**src/rtl/core/tts_pkg.sv**
```systemverilog
package tts_pkg;

    localparam int DIV_NUM_W = 48;
    localparam int DIV_DEN_W = 32;

    localparam logic [31:0] FULL_TURN_Q16    = 32'd23592960;
    localparam logic [31:0] HALF_TURN_Q16    = 32'd11796480;
    localparam logic [31:0] QUARTER_TURN_Q16 = 32'd5898240;
    localparam logic [31:0] EXTREME_START    = 32'd6553600;
    localparam logic [31:0] ONE_Q30          = 32'd1073741824;
    localparam logic [31:0] CORDIC_GAIN_Q30  = 32'h26DD3B6A;
    localparam logic [26:0] DEG_TO_RAD_Q32   = 27'd74961321;

    // configuration register indexes
    localparam logic [7:0] REG_START  = 8'd0;
    localparam logic [7:0] REG_END    = 8'd1;
    localparam logic [7:0] REG_COUNT  = 8'd2;
    localparam logic [7:0] REG_COLUMN = 8'd3;

    // extrema column codes
    localparam logic [2:0] COL_ANGLE = 3'd0;
    localparam logic [2:0] COL_SIN   = 3'd1;
    localparam logic [2:0] COL_COS   = 3'd2;
    localparam logic [2:0] COL_TAN   = 3'd3;
    localparam logic [2:0] COL_COT   = 3'd4;

    localparam logic [31:0] ATAN_Q30 [32] = '{
        32'h3243F6A8, 32'h1DAC6705, 32'h0FADBAFC, 32'h07F56EA6, 32'h03FEAB76, 32'h01FFD55B,
        32'h00FFFAAA, 32'h007FFF55, 32'h003FFFEA, 32'h001FFFFD, 32'h000FFFFF, 32'h0007FFFF,
        32'h0003FFFF, 32'h0001FFFF, 32'h0000FFFF, 32'h00007FFF, 32'h00003FFF, 32'h00001FFF,
        32'h00000FFF, 32'h000007FF, 32'h000003FF, 32'h000001FF, 32'h000000FF, 32'h0000007F,
        32'h0000003F, 32'h0000001F, 32'h0000000F, 32'h00000008, 32'h00000004, 32'h00000002,
        32'h00000001, 32'h00000000
    };

    typedef enum logic [1:0] {
        DIV_STEP = 2'd0,
        DIV_TAN  = 2'd1,
        DIV_COT  = 2'd2
    } div_sel_t;

    typedef struct packed {
        logic     load_in;
        logic     div_start;
        div_sel_t div_sel;
        logic     step_save;
        logic     mul;
        logic     add;
        logic     mod_start;
        logic     fold;
        logic     rad;
        logic     cordic_init;
        logic     cordic_step;
        logic     clamp;
        logic     tan_save;
        logic     cot_save;
        logic     out_load;
    } tts_cmd_t;

    typedef struct packed {
        logic step_stale;
        logic div_done;
        logic mod_done;
        logic cordic_last;
        logic c_zero;
        logic s_zero;
        logic m_free;
    } tts_status_t;

endpackage

```
**src/rtl/core/tts_div.sv**
```systemverilog
module tts_div (
    input  logic        aclk,
    input  logic        aresetn,
    input  logic        start,
    input  logic [47:0] num,
    input  logic [31:0] den,
    output logic        done,
    output logic [47:0] quo
);
    import tts_pkg::*;

    logic                 busy_reg;
    logic                 done_reg;
    logic [5:0]           cnt_reg;
    logic [DIV_NUM_W-1:0] work_reg;
    logic [DIV_DEN_W-1:0] rem_reg;
    logic [DIV_DEN_W-1:0] den_reg;
    logic [DIV_DEN_W:0]   trial;
    logic                 fits;

    assign trial = {rem_reg, work_reg[DIV_NUM_W-1]};
    assign fits  = trial >= {1'b0, den_reg};

    always_ff @(posedge aclk) begin
        if (!aresetn) begin
            busy_reg <= 1'b0;
            done_reg <= 1'b0;
            cnt_reg  <= '0;
        end else begin
            done_reg <= 1'b0;
            if (start) begin
                busy_reg <= 1'b1;
                cnt_reg  <= '0;
            end else if (busy_reg) begin
                cnt_reg <= cnt_reg + 6'd1;
                if (cnt_reg == 6'(DIV_NUM_W - 1)) begin
                    busy_reg <= 1'b0;
                    done_reg <= 1'b1;
                end
            end
        end
    end

    // restoring division, one quotient bit a cycle
    always_ff @(posedge aclk) begin
        if (start) begin
            work_reg <= num;
            den_reg  <= den;
            rem_reg  <= '0;
        end else if (busy_reg) begin
            if (fits) begin
                rem_reg <= DIV_DEN_W'(trial - {1'b0, den_reg});
            end else begin
                rem_reg <= trial[DIV_DEN_W-1:0];
            end
            work_reg <= {work_reg[DIV_NUM_W-2:0], fits};
        end
    end

    assign done = done_reg;
    assign quo  = work_reg;

endmodule

```
**src/rtl/core/tts_ctrl.sv**
```systemverilog
module tts_ctrl (
    input  logic                 aclk,
    input  logic                 aresetn,
    input  logic                 s_valid,
    output logic                 s_ready,
    input  tts_pkg::tts_status_t status,
    output tts_pkg::tts_cmd_t    cmd
);
    import tts_pkg::*;

    typedef enum logic [15:0] {
        ST_IDLE      = 16'h0001,
        ST_STEP_GO   = 16'h0002,
        ST_STEP_WAIT = 16'h0004,
        ST_MUL       = 16'h0008,
        ST_ADD       = 16'h0010,
        ST_MOD_GO    = 16'h0020,
        ST_MOD_WAIT  = 16'h0040,
        ST_RAD       = 16'h0080,
        ST_CINIT     = 16'h0100,
        ST_CORDIC    = 16'h0200,
        ST_CLAMP     = 16'h0400,
        ST_TAN_GO    = 16'h0800,
        ST_TAN_WAIT  = 16'h1000,
        ST_COT_GO    = 16'h2000,
        ST_COT_WAIT  = 16'h4000,
        ST_TRACK     = 16'h8000
    } state_t;

    state_t state_reg, state_next;

    always_ff @(posedge aclk) begin
        if (!aresetn) begin
            state_reg <= ST_IDLE;
        end else begin
            state_reg <= state_next;
        end
    end

    assign s_ready = (state_reg == ST_IDLE);

    always_comb begin
        state_next = state_reg;
        cmd        = '0;
        cmd.div_sel = DIV_STEP;
        case (state_reg)
            ST_IDLE: begin
                if (s_valid) begin
                    cmd.load_in = 1'b1;
                    state_next  = status.step_stale ? ST_STEP_GO : ST_MUL;
                end
            end
            ST_STEP_GO: begin
                cmd.div_start = 1'b1;
                cmd.div_sel   = DIV_STEP;
                state_next    = ST_STEP_WAIT;
            end
            ST_STEP_WAIT: begin
                if (status.div_done) begin
                    cmd.step_save = 1'b1;
                    state_next    = ST_MUL;
                end
            end
            ST_MUL: begin
                cmd.mul    = 1'b1;
                state_next = ST_ADD;
            end
            ST_ADD: begin
                cmd.add    = 1'b1;
                state_next = ST_MOD_GO;
            end
            ST_MOD_GO: begin
                cmd.mod_start = 1'b1;
                state_next    = ST_MOD_WAIT;
            end
            ST_MOD_WAIT: begin
                if (status.mod_done) begin
                    cmd.fold   = 1'b1;
                    state_next = ST_RAD;
                end
            end
            ST_RAD: begin
                cmd.rad    = 1'b1;
                state_next = ST_CINIT;
            end
            ST_CINIT: begin
                cmd.cordic_init = 1'b1;
                state_next      = ST_CORDIC;
            end
            ST_CORDIC: begin
                cmd.cordic_step = 1'b1;
                if (status.cordic_last) begin
                    state_next = ST_CLAMP;
                end
            end
            ST_CLAMP: begin
                cmd.clamp  = 1'b1;
                state_next = ST_TAN_GO;
            end
            ST_TAN_GO: begin
                if (status.c_zero) begin
                    state_next = ST_COT_GO;
                end else begin
                    cmd.div_start = 1'b1;
                    cmd.div_sel   = DIV_TAN;
                    state_next    = ST_TAN_WAIT;
                end
            end
            ST_TAN_WAIT: begin
                if (status.div_done) begin
                    cmd.tan_save = 1'b1;
                    state_next   = ST_COT_GO;
                end
            end
            ST_COT_GO: begin
                if (status.s_zero) begin
                    state_next = ST_TRACK;
                end else begin
                    cmd.div_start = 1'b1;
                    cmd.div_sel   = DIV_COT;
                    state_next    = ST_COT_WAIT;
                end
            end
            ST_COT_WAIT: begin
                if (status.div_done) begin
                    cmd.cot_save = 1'b1;
                    state_next   = ST_TRACK;
                end
            end
            ST_TRACK: begin
                if (status.m_free) begin
                    cmd.out_load = 1'b1;
                    state_next   = ST_IDLE;
                end
            end
            default: begin
                state_next = ST_IDLE;
            end
        endcase
    end

endmodule

```
**src/rtl/core/tts_dp.sv**
```systemverilog
module tts_dp #(
    parameter int POINTS_MAX   = 1024,
    parameter int CORDIC_STEPS = 24
) (
    input  logic                 aclk,
    input  logic                 aresetn,
    input  tts_pkg::tts_cmd_t    cmd,
    output tts_pkg::tts_status_t status,
    input  logic [9:0]           s_point_index,
    input  logic                 cfg_valid,
    input  logic [7:0]           cfg_index,
    input  logic [31:0]          cfg_data,
    output logic                 m_valid,
    input  logic                 m_ready,
    output logic signed [31:0]   m_angle_deg,
    output logic signed [31:0]   m_sine,
    output logic signed [31:0]   m_cosine,
    output logic signed [31:0]   m_tangent,
    output logic signed [31:0]   m_cotangent,
    output logic                 m_tangent_defined,
    output logic                 m_cotangent_defined,
    output logic signed [31:0]   m_column_max,
    output logic signed [31:0]   m_column_min
);
    import tts_pkg::*;

    localparam int IW = $clog2(CORDIC_STEPS);
    localparam int CW = 34;

    function automatic logic signed [31:0] sat_quo(input logic [47:0] q, input logic neg);
        logic signed [31:0] r;
        if (neg) begin
            if (q > 48'h0000_8000_0000) begin
                r = 32'sh8000_0000;
            end else begin
                r = 32'(~q + 48'd1);
            end
        end else begin
            if (q > 48'h0000_7FFF_FFFF) begin
                r = 32'sh7FFF_FFFF;
            end else begin
                r = q[31:0];
            end
        end
        return r;
    endfunction

    // configuration
    logic signed [31:0] start_reg, end_reg;
    logic [10:0]        count_reg;
    logic [2:0]         col_reg;
    logic               stale_reg;

    always_ff @(posedge aclk) begin
        if (!aresetn) begin
            start_reg <= '0;
            end_reg   <= FULL_TURN_Q16;
            count_reg <= 11'd1;
            col_reg   <= COL_SIN;
            stale_reg <= 1'b1;
        end else if (cfg_valid) begin
            case (cfg_index)
                REG_START: begin
                    start_reg <= cfg_data;
                    stale_reg <= 1'b1;
                end
                REG_END: begin
                    end_reg   <= cfg_data;
                    stale_reg <= 1'b1;
                end
                REG_COUNT: begin
                    count_reg <= cfg_data[10:0];
                    stale_reg <= 1'b1;
                end
                REG_COLUMN: begin
                    col_reg   <= cfg_data[2:0];
                    stale_reg <= 1'b1;
                end
                default: begin
                end
            endcase
        end else if (cmd.step_save) begin
            stale_reg <= 1'b0;
        end
    end

    // divider operand selection
    logic [31:0]        n_eff, step_den;
    logic signed [32:0] diff;
    logic [32:0]        diff_mag;
    logic signed [31:0] angle_reg, s_reg, c_reg;
    logic [31:0]        angle_mag;
    logic [30:0]        s_mag, c_mag;
    logic [47:0]        div_num;
    logic [31:0]        div_den;
    logic               div_neg, neg_reg;
    logic               div_done;
    logic [47:0]        div_quo;

    always_comb begin
        n_eff    = (32'(count_reg) > 32'(POINTS_MAX)) ? 32'(POINTS_MAX) : 32'(count_reg);
        step_den = (n_eff <= 32'd1) ? 32'd1 : n_eff - 32'd1;
        diff     = {end_reg[31], end_reg} - {start_reg[31], start_reg};
        diff_mag = diff[32] ? 33'(-diff) : 33'(diff);
        angle_mag = angle_reg[31] ? (~angle_reg + 32'd1) : angle_reg;
        s_mag    = s_reg[31] ? 31'(-s_reg) : s_reg[30:0];
        c_mag    = c_reg[31] ? 31'(-c_reg) : c_reg[30:0];
        case (cmd.div_sel)
            DIV_STEP: begin
                div_num = 48'(diff_mag);
                div_den = step_den;
                div_neg = diff[32];
            end
            DIV_TAN: begin
                div_num = 48'({s_mag, 16'h0000});
                div_den = 32'(c_mag);
                div_neg = s_reg[31] ^ c_reg[31];
            end
            DIV_COT: begin
                div_num = 48'({c_mag, 16'h0000});
                div_den = 32'(s_mag);
                div_neg = s_reg[31] ^ c_reg[31];
            end
            default: begin
                div_num = '0;
                div_den = 32'd1;
                div_neg = 1'b0;
            end
        endcase
    end

    tts_div u_div (
        .aclk    (aclk),
        .aresetn (aresetn),
        .start   (cmd.div_start),
        .num     (div_num),
        .den     (div_den),
        .done    (div_done),
        .quo     (div_quo)
    );

    // angle magnitude modulo a full turn: compare and subtract the turn shifted by 6 down to 0
    logic [31:0] red_reg, red_sub;
    logic [2:0]  red_k_reg;
    logic        red_busy_reg, red_done_reg;

    assign red_sub = FULL_TURN_Q16 << red_k_reg;

    always_ff @(posedge aclk) begin
        if (!aresetn) begin
            red_busy_reg <= 1'b0;
            red_done_reg <= 1'b0;
        end else begin
            red_done_reg <= 1'b0;
            if (cmd.mod_start) begin
                red_busy_reg <= 1'b1;
            end else if (red_busy_reg && red_k_reg == 3'd0) begin
                red_busy_reg <= 1'b0;
                red_done_reg <= 1'b1;
            end
        end
    end

    always_ff @(posedge aclk) begin
        if (cmd.mod_start) begin
            red_reg   <= angle_mag;
            red_k_reg <= 3'd6;
        end else if (red_busy_reg) begin
            if (red_reg >= red_sub) begin
                red_reg <= red_reg - red_sub;
            end
            red_k_reg <= red_k_reg - 3'd1;
        end
    end

    // angle reduction
    logic signed [26:0] a0, a1, a_fold;
    logic               flip_fold;

    always_comb begin
        if (angle_reg[31] && red_reg[24:0] != 25'd0) begin
            a0 = 27'(FULL_TURN_Q16) - 27'(red_reg[24:0]);
        end else begin
            a0 = 27'(red_reg[24:0]);
        end
        a1 = (a0 > $signed(27'(HALF_TURN_Q16))) ? a0 - 27'(FULL_TURN_Q16) : a0;
        flip_fold = 1'b0;
        a_fold    = a1;
        if (a1 > $signed(27'(QUARTER_TURN_Q16))) begin
            a_fold    = 27'(HALF_TURN_Q16) - a1;
            flip_fold = 1'b1;
        end else if (a1 < -$signed(27'(QUARTER_TURN_Q16))) begin
            a_fold    = -$signed(27'(HALF_TURN_Q16)) - a1;
            flip_fold = 1'b1;
        end
    end

    // cordic rotation
    logic signed [CW-1:0] x_reg, y_reg, z_reg;
    logic signed [CW-1:0] dx, dy, at, xc, yc;
    logic [IW-1:0]        iter_reg;

    always_comb begin
        dx = y_reg >>> iter_reg;
        dy = x_reg >>> iter_reg;
        at = $signed({2'b00, ATAN_Q30[5'(iter_reg)]});
        if (x_reg > $signed(CW'(ONE_Q30))) begin
            xc = CW'(ONE_Q30);
        end else if (x_reg < -$signed(CW'(ONE_Q30))) begin
            xc = -$signed(CW'(ONE_Q30));
        end else begin
            xc = x_reg;
        end
        if (y_reg > $signed(CW'(ONE_Q30))) begin
            yc = CW'(ONE_Q30);
        end else if (y_reg < -$signed(CW'(ONE_Q30))) begin
            yc = -$signed(CW'(ONE_Q30));
        end else begin
            yc = y_reg;
        end
    end

    logic [9:0]         idx_reg;
    logic signed [31:0] step_reg;
    logic signed [42:0] prod_reg;
    logic signed [43:0] sum;
    logic signed [26:0] a_reg;
    logic               flip_reg;
    logic signed [54:0] rad_reg, rad_rnd;
    logic signed [31:0] tan_reg, cot_reg;

    assign sum     = {{12{start_reg[31]}}, start_reg} + {prod_reg[42], prod_reg};
    assign rad_rnd = rad_reg + 55'sd131072;

    always_ff @(posedge aclk) begin
        if (cmd.load_in) begin
            idx_reg <= s_point_index;
        end
        if (cmd.div_start) begin
            neg_reg <= div_neg;
        end
        if (cmd.step_save) begin
            step_reg <= sat_quo(div_quo, neg_reg);
        end
        if (cmd.mul) begin
            prod_reg <= step_reg * $signed({1'b0, idx_reg});
        end
        if (cmd.add) begin
            if (sum > 44'sh0_7FFF_FFFF) begin
                angle_reg <= 32'sh7FFF_FFFF;
            end else if (sum < -44'sh0_8000_0000) begin
                angle_reg <= 32'sh8000_0000;
            end else begin
                angle_reg <= sum[31:0];
            end
        end
        if (cmd.fold) begin
            a_reg    <= a_fold;
            flip_reg <= flip_fold;
        end
        if (cmd.rad) begin
            rad_reg <= a_reg * $signed({1'b0, DEG_TO_RAD_Q32});
        end
        if (cmd.cordic_init) begin
            x_reg    <= CW'(CORDIC_GAIN_Q30);
            y_reg    <= '0;
            z_reg    <= CW'(rad_rnd >>> 18);
            iter_reg <= '0;
        end else if (cmd.cordic_step) begin
            if (!z_reg[CW-1]) begin
                x_reg <= x_reg - dx;
                y_reg <= y_reg + dy;
                z_reg <= z_reg - at;
            end else begin
                x_reg <= x_reg + dx;
                y_reg <= y_reg - dy;
                z_reg <= z_reg + at;
            end
            iter_reg <= iter_reg + IW'(1);
        end
        if (cmd.clamp) begin
            s_reg   <= 32'(yc);
            c_reg   <= flip_reg ? 32'(-xc) : 32'(xc);
            tan_reg <= '0;
            cot_reg <= '0;
        end
        if (cmd.tan_save) begin
            tan_reg <= sat_quo(div_quo, neg_reg);
        end
        if (cmd.cot_save) begin
            cot_reg <= sat_quo(div_quo, neg_reg);
        end
    end

    // running extrema and result word
    logic signed [31:0] col_val, base_max, base_min, new_max, new_min;
    logic signed [31:0] max_reg, min_reg;
    logic               upd, tdef, cdef;
    logic               m_valid_reg;

    assign tdef = (c_reg != 32'sd0);
    assign cdef = (s_reg != 32'sd0);

    always_comb begin
        upd     = 1'b1;
        col_val = angle_reg;
        case (col_reg)
            COL_ANGLE: col_val = angle_reg;
            COL_SIN:   col_val = s_reg >>> 14;
            COL_COS:   col_val = c_reg >>> 14;
            COL_TAN: begin
                col_val = tan_reg;
                upd     = tdef;
            end
            COL_COT: begin
                col_val = cot_reg;
                upd     = cdef;
            end
            default:   upd = 1'b0;
        endcase
        base_max = (idx_reg == 10'd0) ? -$signed(EXTREME_START) : max_reg;
        base_min = (idx_reg == 10'd0) ? $signed(EXTREME_START) : min_reg;
        new_max  = (upd && col_val > base_max) ? col_val : base_max;
        new_min  = (upd && col_val < base_min) ? col_val : base_min;
    end

    always_ff @(posedge aclk) begin
        if (!aresetn) begin
            m_valid_reg <= 1'b0;
            max_reg     <= -$signed(EXTREME_START);
            min_reg     <= $signed(EXTREME_START);
        end else if (cmd.out_load) begin
            m_valid_reg <= 1'b1;
            max_reg     <= new_max;
            min_reg     <= new_min;
        end else if (m_ready) begin
            m_valid_reg <= 1'b0;
        end
    end

    always_ff @(posedge aclk) begin
        if (cmd.out_load) begin
            m_angle_deg         <= angle_reg;
            m_sine              <= s_reg;
            m_cosine            <= c_reg;
            m_tangent           <= tan_reg;
            m_cotangent         <= cot_reg;
            m_tangent_defined   <= tdef;
            m_cotangent_defined <= cdef;
            m_column_max        <= new_max;
            m_column_min        <= new_min;
        end
    end

    assign m_valid = m_valid_reg;

    assign status.step_stale  = stale_reg;
    assign status.div_done    = div_done;
    assign status.mod_done    = red_done_reg;
    assign status.cordic_last = (iter_reg == IW'(CORDIC_STEPS - 1));
    assign status.c_zero      = !tdef;
    assign status.s_zero      = !cdef;
    assign status.m_free      = !m_valid_reg || m_ready;

endmodule

```
**src/rtl/core/trig_table_sweep.sv**
```systemverilog
// a word's processing time is set mostly by the
// two 48-bit serial divides (tangent, cotangent), the cordic loop and the serial angle modulo
// an undefined tangent or cotangent skips its divide
// the first word after reset or a configuration register write also runs the step divide
// one word at a time; a held result stalls the next one
// reset: synchronous active-low aresetn restores configuration defaults and the extrema
module trig_table_sweep #(
    parameter int POINTS_MAX   = 1024,
    parameter int CORDIC_STEPS = 24
) (
    input  logic               aclk,
    input  logic               aresetn,
    input  logic               s_valid,
    output logic               s_ready,
    input  logic [9:0]         s_point_index,
    output logic               m_valid,
    input  logic               m_ready,
    output logic signed [31:0] m_angle_deg,
    output logic signed [31:0] m_sine,
    output logic signed [31:0] m_cosine,
    output logic signed [31:0] m_tangent,
    output logic signed [31:0] m_cotangent,
    output logic               m_tangent_defined,
    output logic               m_cotangent_defined,
    output logic signed [31:0] m_column_max,
    output logic signed [31:0] m_column_min,
    input  logic               cfg_valid,
    output logic               cfg_ready,
    input  logic [7:0]         cfg_index,
    input  logic [31:0]        cfg_data
);
    import tts_pkg::*;

    tts_cmd_t    cmd;
    tts_status_t status;

    assign cfg_ready = 1'b1;

    tts_ctrl u_ctrl (
        .aclk    (aclk),
        .aresetn (aresetn),
        .s_valid (s_valid),
        .s_ready (s_ready),
        .status  (status),
        .cmd     (cmd)
    );

    tts_dp #(
        .POINTS_MAX   (POINTS_MAX),
        .CORDIC_STEPS (CORDIC_STEPS)
    ) u_dp (
        .aclk                (aclk),
        .aresetn             (aresetn),
        .cmd                 (cmd),
        .status              (status),
        .s_point_index       (s_point_index),
        .cfg_valid           (cfg_valid),
        .cfg_index           (cfg_index),
        .cfg_data            (cfg_data),
        .m_valid             (m_valid),
        .m_ready             (m_ready),
        .m_angle_deg         (m_angle_deg),
        .m_sine              (m_sine),
        .m_cosine            (m_cosine),
        .m_tangent           (m_tangent),
        .m_cotangent         (m_cotangent),
        .m_tangent_defined   (m_tangent_defined),
        .m_cotangent_defined (m_cotangent_defined),
        .m_column_max        (m_column_max),
        .m_column_min        (m_column_min)
    );

endmodule
```
**config.mk**
```make
export PLATFORM = sky130hd
export DESIGN_NAME = trig_table_sweep
export DESIGN_NICKNAME = d
export VERILOG_FILES = /design/src/rtl/core/tts_pkg.sv /design/src/rtl/core/tts_div.sv /design/src/rtl/core/tts_ctrl.sv /design/src/rtl/core/tts_dp.sv /design/src/rtl/core/trig_table_sweep.sv
export SDC_FILE = /design/constraint.sdc
export NUM_CORES = 2
export LEC_CHECK = 0
export ABC_CLOCK_PERIOD_IN_PS = 25200
export BUFFER_PORTS_ARGS = -buffer_cell sky130_fd_sc_hd__clkbuf_2
export CAP_MARGIN = 20
export CORE_MARGIN = 2
export CORE_UTILIZATION = 30
export CTS_CLUSTER_SIZE = 28
export DETAILED_ROUTE_END_ITERATION = 16
export PLACE_DENSITY = 0.45
export SYNTH_ARGS = -nofsm -noshare
export SYNTH_HDL_FRONTEND = slang
export SYNTH_SLANG_ARGS = --single-unit
export TNS_END_PERCENT = 100
```
**constraint.sdc**
```tcl
create_clock -name aclk -period 25.2 [get_ports aclk]
set_clock_uncertainty 0.05 [all_clocks]
set_input_delay 3.78 -clock aclk [delete_from_list [all_inputs] [get_ports aclk]]
set_output_delay 3.78 -clock aclk [all_outputs]
set_load 0.02 [all_outputs]
```
Word-level counts from Yosys, hierarchy flattened
Memories as Yosys holds them, arrays and structs flattened.
Index checks and enable logic that the tools add are counted.

word-level totals
  bits in registers = 976
  memory bits (read-only) = 1,024
  input bits = 55
  memories = 1
  output and inout bits = 229

memories
  name              words  bits a word  read ports  clocked after Yosys merged registers in  wr ports  RTL line       source
  (name not given)  32     32           1           0                                        0         tts_dp.sv:206  at = $signed({2'b00, ATAN_Q30[5'(iter_reg)]});

operators by class
  $lt $le $gt $ge = 18
  bitwise operators = 6
  mux-type cells = 87
  reduce and logical (&&, ||, !) cells = 37
  eq/ne operators = 35
  multipliers = 2
  shift-type cells = 3
  add/subtract/negate cells = 25

operators with widths
  operator                                                                            count
  32-bit two-way mux                                                                  23
  16-bit one-hot mux with 16 select lines                                             1
  34-bit two-way mux                                                                  5
  47-bit one-hot mux with 3 select lines                                              1
  16-bit two-way mux                                                                  8
  32-bit one-hot mux with 4 select lines                                              1
  27-bit two-way mux                                                                  4
  48-bit two-way mux                                                                  2
  32-bit one-hot mux with 3 select lines                                              1
  34-bit adder                                                                        2
  34-bit by 32-bit greater-than comparator with 1-bit output (second input constant)  2
  34-bit by 31-bit less-than comparator with 1-bit output (second input constant)     2
  34-bit by 5-bit >>> shifter with 34-bit output                                      2
  34-bit subtractor                                                                   2
  32-bit by 1-bit adder with 32-bit output (second input constant)                    2
  32-bit inverter                                                                     2
  32-bit nonzero test                                                                 2
  32-bit subtractor                                                                   2
  31-bit two-way mux                                                                  2
  31-bit negator                                                                      2
  52-bit by 19-bit adder with 52-bit output (second input constant)                   1
  27-bit by 28-bit multiplier with 52-bit output (second input constant)              1
  48-bit by 31-bit greater-than comparator with 1-bit output (second input constant)  1
  48-bit by 32-bit greater-than comparator with 1-bit output (second input constant)  1
  81 further kinds                                                                    141

Logic depth before layout (Yosys ltp)
  depth in word-level cells = 8
  depth in mapped cells = 31
  depth with buffers taken out = 28

Hierarchy
From an unflattened synthesis, not the netlist that was laid out.

second synthesis, totals
  cells, all modules = 8,955
  area, all modules = 85,863.6 um^2

by module, submodules not included
  module            area an instance (um^2)  times used  cells each
  tts_dp            78,196.2                 1           8,194
  tts_div           6,593.8                  1           624
  tts_ctrl          1,062.3                  1           135
  trig_table_sweep  11.3                     1           2

Worst setup path after synthesis
OpenSTA, ideal clock, no wires.

  kind = input -> register
  from = input m_ready
  to = register u_dp.m_angle_deg[0] (enable)
  library setup time = 0.679 ns
  buffers on the path = 2
  required time = 24.471 ns
  cell stages on the path = 5
  arrival time = 10.744 ns
  setup slack = 13.728 ns
  path through = nor2b_1 or3_1 clkbuf_1 clkinv_1 clkbuf_1

RTL lines
  element               RTL line                source
  from (decl)           trig_table_sweep.sv:17  input logic m_ready,
  to (signal assigned)  tts_dp.sv:343           m_angle_deg <= angle_reg;
  to (decl)             tts_dp.sv:15            output logic signed [31:0] m_angle_deg,

Worst setup path after layout
  from = register u_dp.iter_reg[1]
  to = register u_dp.x_reg[28]

between the ends
  cells in the longest elaborated chain, start to end = 3

ends and longest elaborated chain
  element                                            RTL line                      source
  from (decl)                                        tts_dp.sv:201                 logic [IW-1:0] iter_reg;
  from (signal assigned)                             tts_dp.sv:279                 iter_reg <= iter_reg + IW'(1);
  34-bit by 5-bit >>> shifter with 34-bit output *   tts_dp.sv:204                 dx = y_reg >>> iter_reg;
  34-bit subtractor or 34-bit adder (tied branches)  tts_dp.sv:271, tts_dp.sv:275
  34-bit two-way mux *                               tts_dp.sv:270                 if (!z_reg[CW-1]) begin
  to (signal assigned)                               tts_dp.sv:265                 x_reg <= CW'(CORDIC_GAIN_Q30);
  to (signal assigned)                               tts_dp.sv:271                 x_reg <= x_reg - dx;
  to (signal assigned)                               tts_dp.sv:275                 x_reg <= x_reg + dx;
  to (decl)                                          tts_dp.sv:199                 logic signed [CW-1:0] x_reg, y_reg, z_reg;

Mark *: on every way between the ends. The rest lies on a longest branch, timed or not.
A chain may end at the register's enable or synchronous reset.

==> metrics.txt <==
Rel. slew slack=22.49%; number of pins with negative max-slew slack in the final report=0; core area=277000 µm²; Required @ worst endpoint=25.73 ns; reg2reg setup slack=17.64 ns; Area contributors post-synth=edfxtp_1 (24%), fa_1 (13%), ha_1 (11%); CTS Root Cell=clkbuf_16; I/O Buffers=282; DR WL/cell=23.69 µm; total design power=7.829 mW; Net Switching=3.082 mW; Area growth, synth to finish=11.64%; initial antenna violation count=45; vias after detailed routing=66320; largest net degree at the start of global routing=128; actual slew at the worst max-slew pin=1.163 ns; Die Width=532.3 µm; final setup vio count=0; overall routing resource usage=20.87%; crit-path leading delay family=compound AO/OA/AOI/OAI gates; Most Frequent Cell on Critical Path=o21ai_0; Synth top cells by count=inv_1 (1004), nand2_1 (850), ha_1 (703); worst min path class=reg2reg; Worst Path Arrival=8.10 ns; post-synthesis cell type count=115; Synth Flop Type=edfxtp_1; Mapped Nets=10050; first-pass GRT wire length=446400 µm; I/O pins=284; dominant cell type by area after synthesis=edfxtp_1; Int Pwr=4.747 mW; GPL Wtd Cong=0.9453; row count=193; Post-CTS Setup Bufs=0; WS Path Type=reg2reg; drt first pass iters=12; Comb pwr share=50.5%; hold endpoint=u_dp.m_cotangent[27]; hpwl dp=238400 µm; vias in the first global route=65950; full die area=283400 µm²; Synth Warn #=0; final setup TNS=0 ns; Post-CTS Hold Buffers=0; CP Launch Type=flip-flop; Max Freq=0.1322 GHz; number of synthesized register bits=959; CTS tree=done; DRC=0; critical path capture point type=flip-flop; Syn Inst Count=8754; drt total wl=300900 µm; VDD IR-drop max=154.5 µV; Finished Cell Area=93490 µm²; final worst-path cycle share=30.01%; vias per inst=5.221; maxcap violations=0; layout cells sized above 1=9.536%; CP peak stage delay=0.91 ns; reg2reg end=u_dp.x_reg[28]; clock sink total=959; Reg power frac=25.7%; Buf+Inv Stages, Crit Path=1; Hold Slack=0.4032 ns; Async S/R FF share, synth=0%; mapped cell area=83740 µm²; worst r2r path cells=24; Avg Inst Size Synth=9.566 µm²; Cell Pwr Density=83.74 nW/µm²; final core occ=33.76%; max reg flops=48; Starting Density=30.23%; EDFF count, synth=681; clock-pin slew on the worst setup and hold paths=0.06 ns; Seq/Total Area, Yosys=31.06%; die height=532.3 µm; area fraction of the dominant cell type after synthesis=24.42%; clock tree buffer depth=3; hold path cells=0; HP Start=u_dp.cot_reg[27]; worst-path fanout max=47; Layout Nets=10180; status=completed; CP Cell Sequence=buf_4 > nor2_1 > mux2i_1 > o21ai_0 > o21ai_0 > mux2_2 > and2_1 > and3_1 > nor2_1 > xnor2_1 > ha_1 > a21o_1 > a21o_1 > a21oi_1 > o211ai_1 > a41o_1 > a41o_1 > o311ai_0 > nand3_1 > nand2_1 > o21ai_0 > a21oi_1 > xor2_1 > o21ai_0; placed cell areas=89280 µm²; final worst path period need=7.563 ns; Leak Pwr=38.88 nW; worst skew pair latency=0.81 ns; CP max stage cell=dfxtp_2; setup repair after global routing missed its margin=no; Clk pwr share=23.8%; FF-to-FF Start=u_dp.iter_reg[1]; total CTS buffers=114; htree depth=3; post-route ant nets=0; global route overflow=0; DR iter-0 viols=5841; final hold viol count=0; switching portion of total power=39.36%; count leader, synth=inv_1; post-cts sizing count=0
-- cells by family after synthesis --
| family | Yosys count | synth area share [%] |
|---|---|---|
| simple gates | 2499 | 14.47 |
| compound gates | 1853 | 14.22 |
| buf+inv | 1400 | 6.547 |
| fa+ha+maj | 1241 | 23.36 |
| flops | 959 | 31.06 |
| xor+xnor | 574 | 6.020 |
| mux | 227 | 4.307 |
| other cells | 1 | 0.004478 |
-- worst reg2reg max path, stage by stage, from the launching register on --
cell,delay [ns]
dfxtp_2,0.91
buf_4,0.65
nor2_1,0.12
mux2i_1,0.65
o21ai_0,0.16
o21ai_0,0.57
mux2_2,0.33
and2_1,0.15
and3_1,0.29
nor2_1,0.08
xnor2_1,0.14
ha_1,0.33
a21o_1,0.20
a21o_1,0.17
a21oi_1,0.24
o211ai_1,0.22
a41o_1,0.33
a41o_1,0.28
o311ai_0,0.55
nand3_1,0.24
nand2_1,0.15
o21ai_0,0.10
a21oi_1,0.26
xor2_1,0.16
o21ai_0,0.08
-- worst max-delay path by stage --
stage | startpoint | to | slack (ns) | cells past startpoint
floorplan | m_ready | u_dp.m_angle_deg[0] | 13.73 | 5
global placement | u_dp.a_reg[15] | u_dp.rad_reg[50] | 17.63 | 22
detailed placement | u_dp.a_reg[7] | u_dp.rad_reg[51] | 17.62 | 22
CTS | u_dp.a_reg[7] | u_dp.rad_reg[51] | 17.57 | 22
global route | u_dp.iter_reg[0] | u_dp.y_reg[33] | 17.01 | 25
finish | u_dp.iter_reg[1] | u_dp.x_reg[28] | 17.64 | 24
-- placed cells by master, fill, tap and decap left out, types with 55 or more instances in the layout --
| cell type | instances |
|---|---|
| inv_1 | 1001 |
| nand2_1 | 849 |
| ha_1 | 700 |
| edfxtp_1 | 681 |
| fa_1 | 538 |
| nor2_1 | 522 |
| o21ai_0 | 484 |
| a21oi_1 | 481 |
| xnor2_1 | 349 |
| clkbuf_2 | 282 |
| dfxtp_1 | 273 |
| and2_1 | 235 |
| xor2_1 | 223 |
| nand3_1 | 161 |
| nor3_1 | 146 |
| a21o_1 | 145 |
| buf_4 | 125 |
| clkbuf_16 | 114 |
| nor2b_1 | 113 |
| mux2i_1 | 105 |
| a22oi_1 | 92 |
| mux4_2 | 89 |
| nand2b_1 | 81 |
| o21a_1 | 66 |
| or3_1 | 60 |
| a31oi_1 | 60 |
| o31ai_1 | 58 |
| nand4_1 | 55 |
-- area by class of cell --
| class | instances | area [µm²] |
|---|---|---|
| timing repair buffer | 407 | 2350 |
| sequential | 959 | 26020 |
| inverter | 1008 | 3794 |
| clock inverter | 80 | 1175 |
| antenna | 10 | 25.02 |
| clock buffer | 138 | 3013 |
| multi-input combinational | 6395 | 52480 |
| fill | 28460 | 183500 |
| tap | 3705 | 4636 |
-- routing by layer --
metal / wire length, µm / GRT usage (%) / vias up
li1: - / - / 30780
met1: 136800 / 29.00 / 33080
met2: 132400 / 32.69 / 2031
met3: 19390 / 3.350 / 396
met4: 12070 / 7.314 / 26
met5: 176 / 0 / -
-- power by group through the flow --
stage / clock network [mW] / logic (mW) / registers (mW)
final: 1.86 / 3.95 / 2.02
after global routing: 1.97 / 4.56 / 2.02
after global placement: 0 / 3.95 / 2.05
after CTS: 1.92 / 4.01 / 2.01
after floorplan: 0 / 3.11 / 2.02
after detailed placement: 0 / 3.99 / 2.05
-- stage by stage --
stage               cells  setup slack, ns
floorplan            8754            13.73
global placement    12470            17.63
detailed placement  12470            17.62
CTS                 12690            17.57
global route        12690            17.01
finish              12700            17.64
Power figures use the tool's default switching activity.
